$ cat config.mk
export PLATFORM = sky130hd
export DESIGN_NAME = pcm_float_to_int16_with_stats_unit_flat
export DESIGN_NICKNAME = d
export VERILOG_FILES = /design/src/rtl/pf16_pkg.sv /design/src/rtl/pf16_if.sv /design/src/rtl/pf16_front.sv /design/src/rtl/pf16_back.sv /design/src/rtl/pcm_float_to_int16_with_stats_unit.sv /design/src/flat_wrapper.sv
export SDC_FILE = /design/constraint.sdc
export NUM_CORES = 2
export LEC_CHECK = 0
export BUFFER_PORTS_ARGS = -buffer_cell sky130_fd_sc_hd__buf_2
export CAP_MARGIN = 20
export CORE_UTILIZATION = 41
export DETAILED_ROUTE_END_ITERATION = 8
export PLACE_DENSITY = 0.67
export SYNTH_ARGS = -nofsm -noshare
export SYNTH_HDL_FRONTEND = slang
export SYNTH_SLANG_ARGS = --single-unit
$ cat constraint.sdc
create_clock -name clk -period 31.7 [get_ports clk]
set_clock_uncertainty 0.2 [all_clocks]
set_input_delay 9.51 -clock clk [delete_from_list [all_inputs] [get_ports clk]]
set_output_delay 9.51 -clock clk [all_outputs]
set_load 0.01 [all_outputs]
$ cat src/rtl/pf16_pkg.sv
// Shared types and constants for the float-to-PCM16 block with statistics.
// No dependencies.
`default_nettype none
package pf16_pkg;
  localparam logic [63:0] FNV_BASIS = 64'd1469598103934665603;
  localparam logic        CMD_CONVERT = 1'b0;
  localparam logic        CMD_CLEAR   = 1'b1;

  typedef struct packed {
    logic              clear;
    logic signed [15:0] pcm;
    logic              clip;
  } pf16_item_t;

  // FNV-1a step: (h ^ b) * 0x100000001b3 = (x << 40) + shifts of 0x1b3.
  function automatic logic [63:0] fnv_mul(input logic [63:0] x);
    return (x << 40) + (x << 8) + (x << 7) + (x << 5) + (x << 4)
             + (x << 1) + x;
  endfunction
endpackage
`default_nettype wire

$ cat src/rtl/pf16_if.sv
// Valid/ready channel interface carrying the block's payloads.
// Depends on nothing.
`default_nettype none
interface pf16_in_if;
  logic        valid;
  logic        ready;
  logic        cmd;
  logic [31:0] sample_bits;
  modport source (output valid, cmd, sample_bits, input ready);
  modport sink   (input valid, cmd, sample_bits, output ready);
endinterface

interface pf16_out_if;
  logic               valid;
  logic               ready;
  logic signed [15:0] pcm_out;
  logic               clipped;
  logic [31:0]        clip_total;
  logic [63:0]        hash_value;
  logic [31:0]        sample_total;
  logic [15:0]        peak_magnitude;
  logic [63:0]        square_total;
  modport source (output valid, pcm_out, clipped, clip_total, hash_value, sample_total,
                  peak_magnitude, square_total, input ready);
  modport sink   (input valid, pcm_out, clipped, clip_total, hash_value, sample_total,
                  peak_magnitude, square_total, output ready);
endinterface
`default_nettype wire

$ cat src/rtl/pf16_front.sv
// Front end: single-precision scale by 32767, round-to-even and saturation.
// Depends on pf16_pkg.
`default_nettype none
module pf16_front (
  input  wire logic           clk,
  input  wire logic           rst,
  pf16_in_if.sink             in_ch,
  output pf16_pkg::pf16_item_t item,
  output logic                item_valid,
  input  wire logic           item_ready
);
  // Stage 1 registers: 24x15 mantissa product and exponent.
  logic        s1_valid, s1_clear, s1_nan, s1_inf, s1_zero, s1_sign;
  logic [38:0] s1_prod;
  logic [8:0]  s1_exp;

  logic [7:0]  e_in;
  logic [23:0] m_in;
  logic        stall;

  assign stall = item_valid && !item_ready;
  assign in_ch.ready = !(s1_valid && stall);
  assign e_in = in_ch.sample_bits[30:23];
  assign m_in = (e_in == 8'd0) ? {1'b0, in_ch.sample_bits[22:0]}
                               : {1'b1, in_ch.sample_bits[22:0]};

  always_ff @(posedge clk) begin
    if (rst) begin
      s1_valid <= 1'b0;
    end else if (!(s1_valid && stall)) begin
      s1_valid <= in_ch.valid;
    end
    if (!(s1_valid && stall)) begin
      s1_clear <= in_ch.cmd == pf16_pkg::CMD_CLEAR;
      s1_sign  <= in_ch.sample_bits[31];
      s1_nan   <= (e_in == 8'hff) && (in_ch.sample_bits[22:0] != 23'd0);
      s1_inf   <= (e_in == 8'hff) && (in_ch.sample_bits[22:0] == 23'd0);
      s1_zero  <= (e_in == 8'd0) && (in_ch.sample_bits[22:0] == 23'd0);
      s1_prod  <= m_in * 39'd32767;
      s1_exp   <= (e_in == 8'd0) ? 9'd1 : {1'b0, e_in};
    end
  end

  // Stage 2: normalise and round the product to 24 bits (the float result),
  // then round that to an integer with ties to even. Value = prod * 2^(exp-150).
  logic [5:0]  lead;
  logic [38:0] norm;
  logic [23:0] mant;
  logic        g, st, up;
  logic [24:0] mant_r;
  logic signed [10:0] fexp;    // value = mant_r * 2^fexp
  logic [16:0] mag;
  logic        rb, sb, tie_up;
  logic [16:0] ip;
  logic signed [16:0] res;
  logic        clip;
  logic [38:0] wide_m;
  logic [38:0] ip_w;
  logic        over;
  logic [5:0]  sh;

  always_comb begin
    lead = 6'd0;
    for (int i = 0; i < 39; i++) if (s1_prod[i]) lead = 6'(i);
    norm = s1_prod << (6'd38 - lead);
    mant = norm[38:15];
    g  = norm[14];
    st = |norm[13:0];
    up = g && (st || mant[0]);
    mant_r = {1'b0, mant} + {24'd0, up};
    fexp = 11'(signed'({2'b0, s1_exp})) - 11'sd150 + 11'(signed'({5'b0, lead})) - 11'sd23;
    // Shift mant_r right by -fexp into integer with round bits.
    wide_m = {14'd0, mant_r};
    ip = 17'd0; ip_w = '0; over = 1'b0; rb = 1'b0; sb = 1'b0; sh = '0; clip = 1'b0;
    if (fexp >= 11'sd0) begin
      clip = 1'b1;
    end else if (fexp < -11'sd38) begin
      ip = 17'd0; rb = 1'b0; sb = 1'b1;
    end else begin
      sh = 6'(-fexp);
      ip_w = wide_m >> sh;
      // Anything at or above 65536 is far outside the 16-bit range.
      over = |ip_w[38:16];
      ip = ip_w[16:0];
      rb = wide_m[sh - 6'd1];
      sb = |(wide_m & ((39'd1 << (sh - 6'd1)) - 39'd1));
    end
    tie_up = rb && (sb || ip[0]);
    mag = ip + {16'd0, tie_up};
    res = '0;
    if (s1_nan) begin
      res = -17'sd32768; clip = 1'b1;
    end else if (s1_inf || clip || over) begin
      res = s1_sign ? -17'sd32768 : 17'sd32767; clip = 1'b1;
    end else if (s1_zero) begin
      res = '0;
    end else if (s1_sign) begin
      if (mag > 17'd32768) begin res = -17'sd32768; clip = 1'b1; end
      else res = -signed'(mag);
    end else begin
      if (mag > 17'd32767) begin res = 17'sd32767; clip = 1'b1; end
      else res = signed'(mag);
    end
  end

  always_ff @(posedge clk) begin
    if (rst) begin
      item_valid <= 1'b0;
    end else if (!stall) begin
      item_valid <= s1_valid;
    end
    if (!stall) begin
      item.clear <= s1_clear;
      item.pcm   <= s1_clear ? 16'sd0 : res[15:0];
      item.clip  <= s1_clear ? 1'b0 : clip;
    end
  end
endmodule
`default_nettype wire

$ cat src/rtl/pf16_back.sv
// Back end: hash, counters, peak and sum of squares, with output register.
// Depends on pf16_pkg.
`default_nettype none
module pf16_back (
  input  wire logic            clk,
  input  wire logic            rst,
  input  pf16_pkg::pf16_item_t item,
  input  wire logic            item_valid,
  output logic                 item_ready,
  pf16_out_if.source           out_ch
);
  typedef enum logic [1:0] {ST_IDLE = 2'b01, ST_HASH = 2'b10} state_t;
  state_t state;
  logic [63:0] hash_acc, hash_mid;
  logic [31:0] clip_acc, count_acc;
  logic [15:0] peak_acc, mag, held_mag;
  logic [31:0] sq;
  logic [63:0] square_acc;
  logic signed [15:0] held_pcm;
  logic        held_clip;
  logic        out_load;

  assign mag = item.pcm[15] ? 16'(-item.pcm) : item.pcm;
  assign item_ready = (state == ST_IDLE) && !(out_ch.valid && !out_ch.ready);
  assign hash_mid = pf16_pkg::fnv_mul(hash_acc ^ {56'd0, item.pcm[7:0]});
  assign sq = held_mag * held_mag;
  // A result is loaded at the end of a conversion or when a clear is taken.
  assign out_load = (state == ST_HASH) || (item_valid && item_ready && item.clear);

  always_ff @(posedge clk) begin
    if (rst) begin
      state <= ST_IDLE; out_ch.valid <= 1'b0;
      hash_acc <= pf16_pkg::FNV_BASIS; clip_acc <= '0; count_acc <= '0;
      peak_acc <= '0; square_acc <= '0;
    end else begin
      if (out_load) out_ch.valid <= 1'b1;
      else if (out_ch.ready) out_ch.valid <= 1'b0;
      unique case (state)
        ST_IDLE: begin
          if (item_valid && item_ready) begin
            if (item.clear) begin
              hash_acc <= pf16_pkg::FNV_BASIS; clip_acc <= '0; count_acc <= '0;
              peak_acc <= '0; square_acc <= '0;
              out_ch.pcm_out <= '0; out_ch.clipped <= 1'b0;
              out_ch.clip_total <= '0; out_ch.hash_value <= pf16_pkg::FNV_BASIS;
              out_ch.sample_total <= '0; out_ch.peak_magnitude <= '0;
              out_ch.square_total <= '0;
            end else begin
              hash_acc <= hash_mid;
              held_pcm <= item.pcm; held_clip <= item.clip; held_mag <= mag;
              state <= ST_HASH;
            end
          end
        end
        ST_HASH: begin
          hash_acc <= pf16_pkg::fnv_mul(hash_acc ^ {56'd0, held_pcm[15:8]});
          clip_acc <= clip_acc + {31'd0, held_clip};
          count_acc <= count_acc + 32'd1;
          if (held_mag > peak_acc) peak_acc <= held_mag;
          square_acc <= square_acc + {32'd0, sq};
          out_ch.pcm_out <= held_pcm; out_ch.clipped <= held_clip;
          out_ch.clip_total <= clip_acc + {31'd0, held_clip};
          out_ch.hash_value <= pf16_pkg::fnv_mul(hash_acc ^ {56'd0, held_pcm[15:8]});
          out_ch.sample_total <= count_acc + 32'd1;
          out_ch.peak_magnitude <= (held_mag > peak_acc) ? held_mag : peak_acc;
          out_ch.square_total <= square_acc + {32'd0, sq};
          state <= ST_IDLE;
        end
        default: state <= ST_IDLE;
      endcase
    end
  end

`ifndef SYNTHESIS
  a_hash_one_cycle: assert property (@(posedge clk) disable iff (rst)
    state == ST_HASH |=> state == ST_IDLE && out_ch.valid) else $error("hash step stuck");
  a_no_overwrite: assert property (@(posedge clk) disable iff (rst)
    out_ch.valid && !out_ch.ready |=> out_ch.valid) else $error("result lost");
  a_peak_bound: assert property (@(posedge clk) disable iff (rst) peak_acc <= 16'd32768)
    else $error("peak out of range");
`endif
endmodule
`default_nettype wire

$ cat src/rtl/pcm_float_to_int16_with_stats_unit.sv
// Top level of the float-to-PCM16 converter with running statistics.
// Depends on pf16_pkg, pf16_if, pf16_front and pf16_back.
`default_nettype none
// Each input transaction either converts one single-precision sample to signed
// 16 bits (scale by 32767, round to nearest even, saturate; NaN gives -32768)
// or clears all statistics. Every transaction yields exactly one result
// transaction carrying the sample, its clip flag and the running FNV-1a-style
// hash, sample count, clip count, peak magnitude and sum of squares. A two-stage
// front end does the floating-point work and feeds a one-entry register into
// the back end; the back end hashes a sample's two bytes in chained FNV steps,
// one when it takes the item and one in its hash state, and takes no new item
// while in that state or while an untaken result is held. A sample passes the
// stage-1, item, back-end held and output registers; a clear skips the held one.
module pcm_float_to_int16_with_stats_unit (
  input wire logic clk,
  input wire logic rst,
  pf16_in_if.sink     in_ch,
  pf16_out_if.source  out_ch
);
  pf16_pkg::pf16_item_t item;
  logic item_valid, item_ready;

  pf16_front u_front (.clk, .rst, .in_ch, .item, .item_valid, .item_ready);
  pf16_back  u_back  (.clk, .rst, .item, .item_valid, .item_ready, .out_ch);
endmodule
`default_nettype wire
$ cat src/flat_wrapper.sv
// flat-port wrapper written by rule: the top's interface ports become plain ports
module pcm_float_to_int16_with_stats_unit_flat 
  (clk, rst, in_ch_valid, in_ch_cmd, in_ch_sample_bits, in_ch_ready, out_ch_valid, out_ch_pcm_out, out_ch_clipped, out_ch_clip_total, out_ch_hash_value, out_ch_sample_total, out_ch_peak_magnitude, out_ch_square_total, out_ch_ready);
  pf16_in_if in_ch_i ();
  pf16_out_if out_ch_i ();
  input wire logic clk;
  input wire logic rst;
  input wire logic [$bits(in_ch_i.valid)-1:0] in_ch_valid;
  input wire logic [$bits(in_ch_i.cmd)-1:0] in_ch_cmd;
  input wire logic [$bits(in_ch_i.sample_bits)-1:0] in_ch_sample_bits;
  output wire logic [$bits(in_ch_i.ready)-1:0] in_ch_ready;
  output wire logic [$bits(out_ch_i.valid)-1:0] out_ch_valid;
  output wire logic [$bits(out_ch_i.pcm_out)-1:0] out_ch_pcm_out;
  output wire logic [$bits(out_ch_i.clipped)-1:0] out_ch_clipped;
  output wire logic [$bits(out_ch_i.clip_total)-1:0] out_ch_clip_total;
  output wire logic [$bits(out_ch_i.hash_value)-1:0] out_ch_hash_value;
  output wire logic [$bits(out_ch_i.sample_total)-1:0] out_ch_sample_total;
  output wire logic [$bits(out_ch_i.peak_magnitude)-1:0] out_ch_peak_magnitude;
  output wire logic [$bits(out_ch_i.square_total)-1:0] out_ch_square_total;
  input wire logic [$bits(out_ch_i.ready)-1:0] out_ch_ready;
  assign in_ch_i.valid = in_ch_valid;
  assign in_ch_i.cmd = in_ch_cmd;
  assign in_ch_i.sample_bits = in_ch_sample_bits;
  assign in_ch_ready = in_ch_i.ready;
  assign out_ch_valid = out_ch_i.valid;
  assign out_ch_pcm_out = out_ch_i.pcm_out;
  assign out_ch_clipped = out_ch_i.clipped;
  assign out_ch_clip_total = out_ch_i.clip_total;
  assign out_ch_hash_value = out_ch_i.hash_value;
  assign out_ch_sample_total = out_ch_i.sample_total;
  assign out_ch_peak_magnitude = out_ch_i.peak_magnitude;
  assign out_ch_square_total = out_ch_i.square_total;
  assign out_ch_i.ready = out_ch_ready;
  pcm_float_to_int16_with_stats_unit u_core (.clk(clk), .rst(rst), .in_ch(in_ch_i), .out_ch(out_ch_i));
endmodule
=== Yosys cells after proc, flatten, opt, wreduce, memory -nomap -nowiden ===
Cells that the tools add are included.
W data, S select, Z words.

* Register bits: 542
* Latch bits: 0
* Bits in writable memories: 0
* Memory bits (read-only): 0
* Input bits: 37
* Output and inout port bits: 227
* Logic and storage cells: 202
* Memories: 0

* Add/sub/neg operators: 26
* Multipliers: 2
* Divide/modulo/power cells: 0
* Order comparisons: 6
* Equality and inequality tests: 5
* Shifts and indexed selects: 3
* Mux-type cells: 87
* Bitwise logic cells: 6
* Reductions and logical operators: 35

{| class="wikitable"
|+ Operator list
! cell !! number
|-
| $add A64 B64 Y64 || 12
|-
| $mux W64 || 6
|-
| $pmux W64 S2 || 3
|-
| $mux W6 || 37
|-
| $mux W16 || 10
|-
| $pmux W32 S2 || 2
|-
| $xor A64 B8 Y64 || 2
|-
| $add A64 B32 Y64 || 1
|-
| $mux W32 || 2
|-
| $pmux W16 S2 || 2
|-
| $and A25 B39 Y39 || 1
|-
| $mul A24 B15 Y39 const B || 1
|-
| $reduce_or A39 Y1 || 1
|-
| $shl A1 B6 Y39 const A || 1
|-
| $shl A39 B6 Y39 || 1
|-
| $shr A25 B6 Y39 || 1
|-
| $sub A39 B1 Y39 const B || 1
|-
| $mux W17 || 2
|-
| $add A32 B1 Y32 || 1
|-
| $add A32 B1 Y32 const B || 1
|-
| $mul A16 B16 Y32 || 1
|-
| $neg A16 Y16 || 2
|-
| $add A24 B1 Y25 || 1
|-
| $mux W24 || 1
|-
| 35 further kinds || 77
|}

=== Depth between registers and ports, before layout ===
* Word-level depth: 57
* Depth in mapped cells: 46
* Mapped depth without buffers: 38

=== By module ===
Synthesis repeated with hierarchy kept, for this count alone.

* Cells, all modules: 6,256
* Area, all modules: 59,772.3 um^2

{| class="wikitable"
|+ Modules (own cells, without submodules)
! module !! instances !! cells an instance !! area each (um^2) !! sequential area each (um^2)
|-
| pf16_back || 1 || 4,027 || 40,984.3 || 11,941.5
|-
| pf16_front || 1 || 2,229 || 18,788.0 || 2,142.1
|}

=== Worst setup path before layout ===
Ideal clock, no wire load.

* Path kind: input port to flip-flop
* Start: in out_ch_ready
* End: reg u_core.u_back.out_ch.clip_total[0] (enable)
* Setup time: 1.086 ns
* Arrival: 25.613 ns
* Data required time: 30.414 ns
* Setup slack: 4.801 ns
* Cell stages on the path: 7
* Buffers on the path: 2
* Cells stage by stage: nand2b_1 -> and2_1 -> nand2_1 -> o21a_1 -> clkbuf_1 -> clkbuf_1 -> nor3_1

* Word-level cells in the longest chain between the ends: 7

{| class="wikitable"
|+ Ends and longest elaborated chain
! what !! RTL line !! text
|-
| start: declaration || flat_wrapper.sv:20 || <nowiki>input wire logic [$bits(out_ch_i.ready)-1:0] out_ch_ready;</nowiki>
|-
| $logic_not A1 Y1 || pf16_back.sv:24 || <nowiki>assign item_ready = (state == ST_IDLE) && !(out_ch.valid && !out_ch.ready);</nowiki>
|-
| $logic_and A1 B1 Y1 || pf16_back.sv:24 ||
|-
| $logic_not A1 Y1 || pf16_back.sv:24 ||
|-
| $logic_and A1 B1 Y1 || pf16_back.sv:24 ||
|-
| $logic_and A1 B1 Y1 || pf16_back.sv:40 || <nowiki>if (item_valid && item_ready) begin</nowiki>
|-
| $ne A2 B1 Y1 (no line) || - ||
|-
| $reduce_and A4 Y1 (no line) || - ||
|-
| end signal: assignment || pf16_back.sv:62 || <nowiki>out_ch.clip_total <= clip_acc + {31'd0, held_clip};</nowiki>
|-
| end: declaration || pf16_if.sv:23 || <nowiki>modport source (output valid, pcm_out, clipped, clip_total, hash_value, sample_total,</nowiki>
|}

No other way between the ends.
A chain may end at the register's enable or synchronous reset.

=== Final worst setup path ===
* Start: in out_ch_ready
* End: out in_ch_ready

* Word-level cells in the longest chain between the ends: 8

{| class="wikitable"
|+ Ends and longest elaborated chain
! what !! RTL line !! text
|-
| $logic_not A1 Y1 || pf16_back.sv:24 ||
|-
| $logic_and A1 B1 Y1 || pf16_back.sv:24 ||
|-
| $logic_not A1 Y1 || pf16_back.sv:24 ||
|-
| $logic_and A1 B1 Y1 || pf16_back.sv:24 ||
|-
| $logic_not A1 Y1 || pf16_front.sv:21 || <nowiki>assign stall = item_valid && !item_ready;</nowiki>
|-
| $logic_and A1 B1 Y1 || pf16_front.sv:21 ||
|-
| $logic_and A1 B1 Y1 || pf16_front.sv:22 || <nowiki>assign in_ch.ready = !(s1_valid && stall);</nowiki>
|-
| $logic_not A1 Y1 || - ||
|-
| end: declaration || flat_wrapper.sv:11 || <nowiki>output wire logic [$bits(in_ch_i.ready)-1:0] in_ch_ready;</nowiki>
|}

No other way between the ends.

==> flow_summary.toml <==
[sta]
worst_pin_slew_ns = 1.05
relSlewSlack_pct = 27.9
holdWs_ns = 0.223
finalCritPeriodShare_pct = 65.2
slew_viol_final = 0
fmax_ghz = 0.0484
setup-tns-final_ns = 0
hold_viol_final = 0
fin_crit_ns = 20.66
rsz0062_at_grt = "false"
setup_viol = 0

[routing]
first_pass_iters = 8
final_antenna_net_count = 0
vias = 46500
drt-initial-drc-count = 3508
wirelength_um = 163000
wire_per_inst_um = 19.2
drc = 148
viasPerCell = 5.47

[grt]
track_usage_pct = 22.2
grt_pass1_wl_um = 259000
grt_max_degree = 176
antenna_found_initial = 4
grt_overflow = 0
grt_pass1_vias = 46600

[floorplan]
die_w_um = 382
dieArea_um2 = 146000
io_pins = 264
dieHeight_um = 382
fp.coreArea_um2 = 144000
start_util_pct = 41.3
rows = 139

[setup_path]
critPathLaunchType = "input port"
crit_chain = "buf_2 > nand2b_1 > a21boi_0 > nand2_2 > buf_4 > buf_2"
cp_slowest_cell = "a21boi_0"
end_kind = "output port"
worstPathRequired_ns = 21.99
cp_common_cell = "buf_2"
crit_fanout = 22
cpPeakStageDelay_ns = 0.45
crit_family = "buffers and inverters"
path_class = "input port to output port"
path_buf_inv = 3
cp.arrival_ns = 10.95

[clock_network]
cts_hold_buf = 0
h-tree-depth = 2
cts_buffers = 61
cts_resized = 0
clock-sinks = 540
clkTransAtPathRegs_ns = 0.06
cts_max_path_buffers = 3
cts_tree = "done"
root_buffer = "clkbuf_16"
post-cts-setup-buffers = 0
worst_skew_pair.late_latency_ns = 0.69

[synthesis]
ys_ff_latch = 540
synth_top_area_share_pct = 23.6
seq_area_frac_synth_pct = 23.7
synth_top_area_cell = "fa_1"
ys_types = 120
synthArstFlopShare_pct = 0
synth_edf_count = 327
yosysWarnings = 0
synth_area_per_cell_um2 = 9.23
syn-num-nets = 7586
syn_inst = 6430
synth_area_um2 = 59300
synthFlopType = "edfxtp_1"
synthTopCellsByArea = "fa_1 24%, edfxtp_1 17%, ha_1 8.9%"

[placed_design]
port_buffers = 263
dp_hpwl_um = 128000
routabilityCongestion = 0.962

[status]
outcome = "complete, but fails checks"
violations = "DRC"

[run]
drv_cap = 0

[min_path]
hold_path.class = "register to register"

[layout]
syn2layout_area_growth_pct = 8.98
nets = 7701
drive_above_1_share_pct = 8.41
per-layer routing:
layer  GRT usage (%)  wire length, um
met3            2.92            10100
met4            6.47             4720
met1            29.6            70400
met2            37.4            77700
met5               0                0
flip-flops by register name, summed over array words and instances, names as in the netlist, 18 cells and up:
signal and count:
u_core.u_back.out_ch.clip_total 32, u_core.u_back.count_acc 32, u_core.u_back.out_ch.square_total 64, u_core.u_front.item 18, u_core.u_back.hash_acc 64, u_core.u_back.out_ch.hash_value 64
u_core.u_back.square_acc 64, u_core.u_back.out_ch.sample_total 32, u_core.u_front.s1_prod 39, u_core.u_back.clip_acc 32
cells in the final DEF (no fill, tap or decap), types with 73 or more instances in the layout:
master | Yosys | final
a211oi_1 | 73 | 73
a21o_1 | 77 | 76
a21oi_1 | 399 | 397
and2_1 | 114 | 114
buf_2 | 19 | 262
dfxtp_1 | 213 | 213
edfxtp_1 | 327 | 327
fa_1 | 699 | 699
ha_1 | 420 | 419
inv_1 | 1020 | 1020
mux2i_1 | 89 | 89
nand2_1 | 565 | 564
nand3_1 | 127 | 127
nor2_1 | 462 | 460
nor3_1 | 139 | 138
o21ai_0 | 210 | 209
xnor2_1 | 212 | 211
xor2_1 | 127 | 126
logic make-up (layout without fill, tap and decap cells):
family          after synthesis  in the layout  share of synthesized area, %
other cells                   0              1                             0
compound gates             1217           1217                          13.4
flops                       540            540                          23.7
xor+xnor                    342            342                          5.10
simple gates               1785           1785                          14.4
mux                         139            139                          2.71
buf+inv                    1288           1456                          8.23
fa+ha+maj                  1119           1119                          32.4
layout make-up:
class / instances / area, um2
Timing Repair Buffer: 315 / 1770
Inverter: 1025 / 3850
Antenna cell: 1 / 2.50
Tap cell: 1903 / 2380
Sequential cell: 540 / 14100
Clock inverter: 37 / 457
Fill cell: 13800 / 79000
Clock buffer: 79 / 1650
Multi-Input combinational cell: 4602 / 40500
synth_stat cells, types with 48 or more instances:
cell type and n:
and3_1 52, inv_1 1020, nor2_1 462, xnor2_1 212, nand3_1 127, and2_1 114, dfxtp_1 213, o21ai_0 210
mux2i_1 89, nand2_1 565, ha_1 420, a21oi_1 399, fa_1 699, nand4_1 48, a21o_1 77, edfxtp_1 327
xor2_1 127, nor3_1 139, clkbuf_1 208, a211oi_1 73
stage by stage:
step	instance area, um2	setup WS [ns]	util [%]	std cells
after floorplan	59300	4.80	-	6430
after global placement	62500	10.99	43.5	8382
after detailed placement	62500	11.00	43.5	8383
after CTS	64600	10.99	45.0	8499
after global routing	64700	10.86	45.0	8501
final	64700	11.04	45.0	8502
final timing paths:
| path | cells past startpoint | startpoint | endpoint | slack, ns |
|---|---|---|---|---|
| max reg2reg | 35 | u_core.u_front.s1_prod[38] | u_core.u_front.item[12] | 19.69 |
| min reg2reg | 0 | u_core.u_front.item[0] | u_core.u_back.held_clip | 0.22 |
| max | 6 | out_ch_ready | in_ch_ready | 11.04 |
| min | 0 | u_core.u_front.item[0] | u_core.u_back.held_clip | 0.22 |
Power is not shown: default switching activity piles up to over one toggle a cycle in this logic, so the estimate is an artifact.
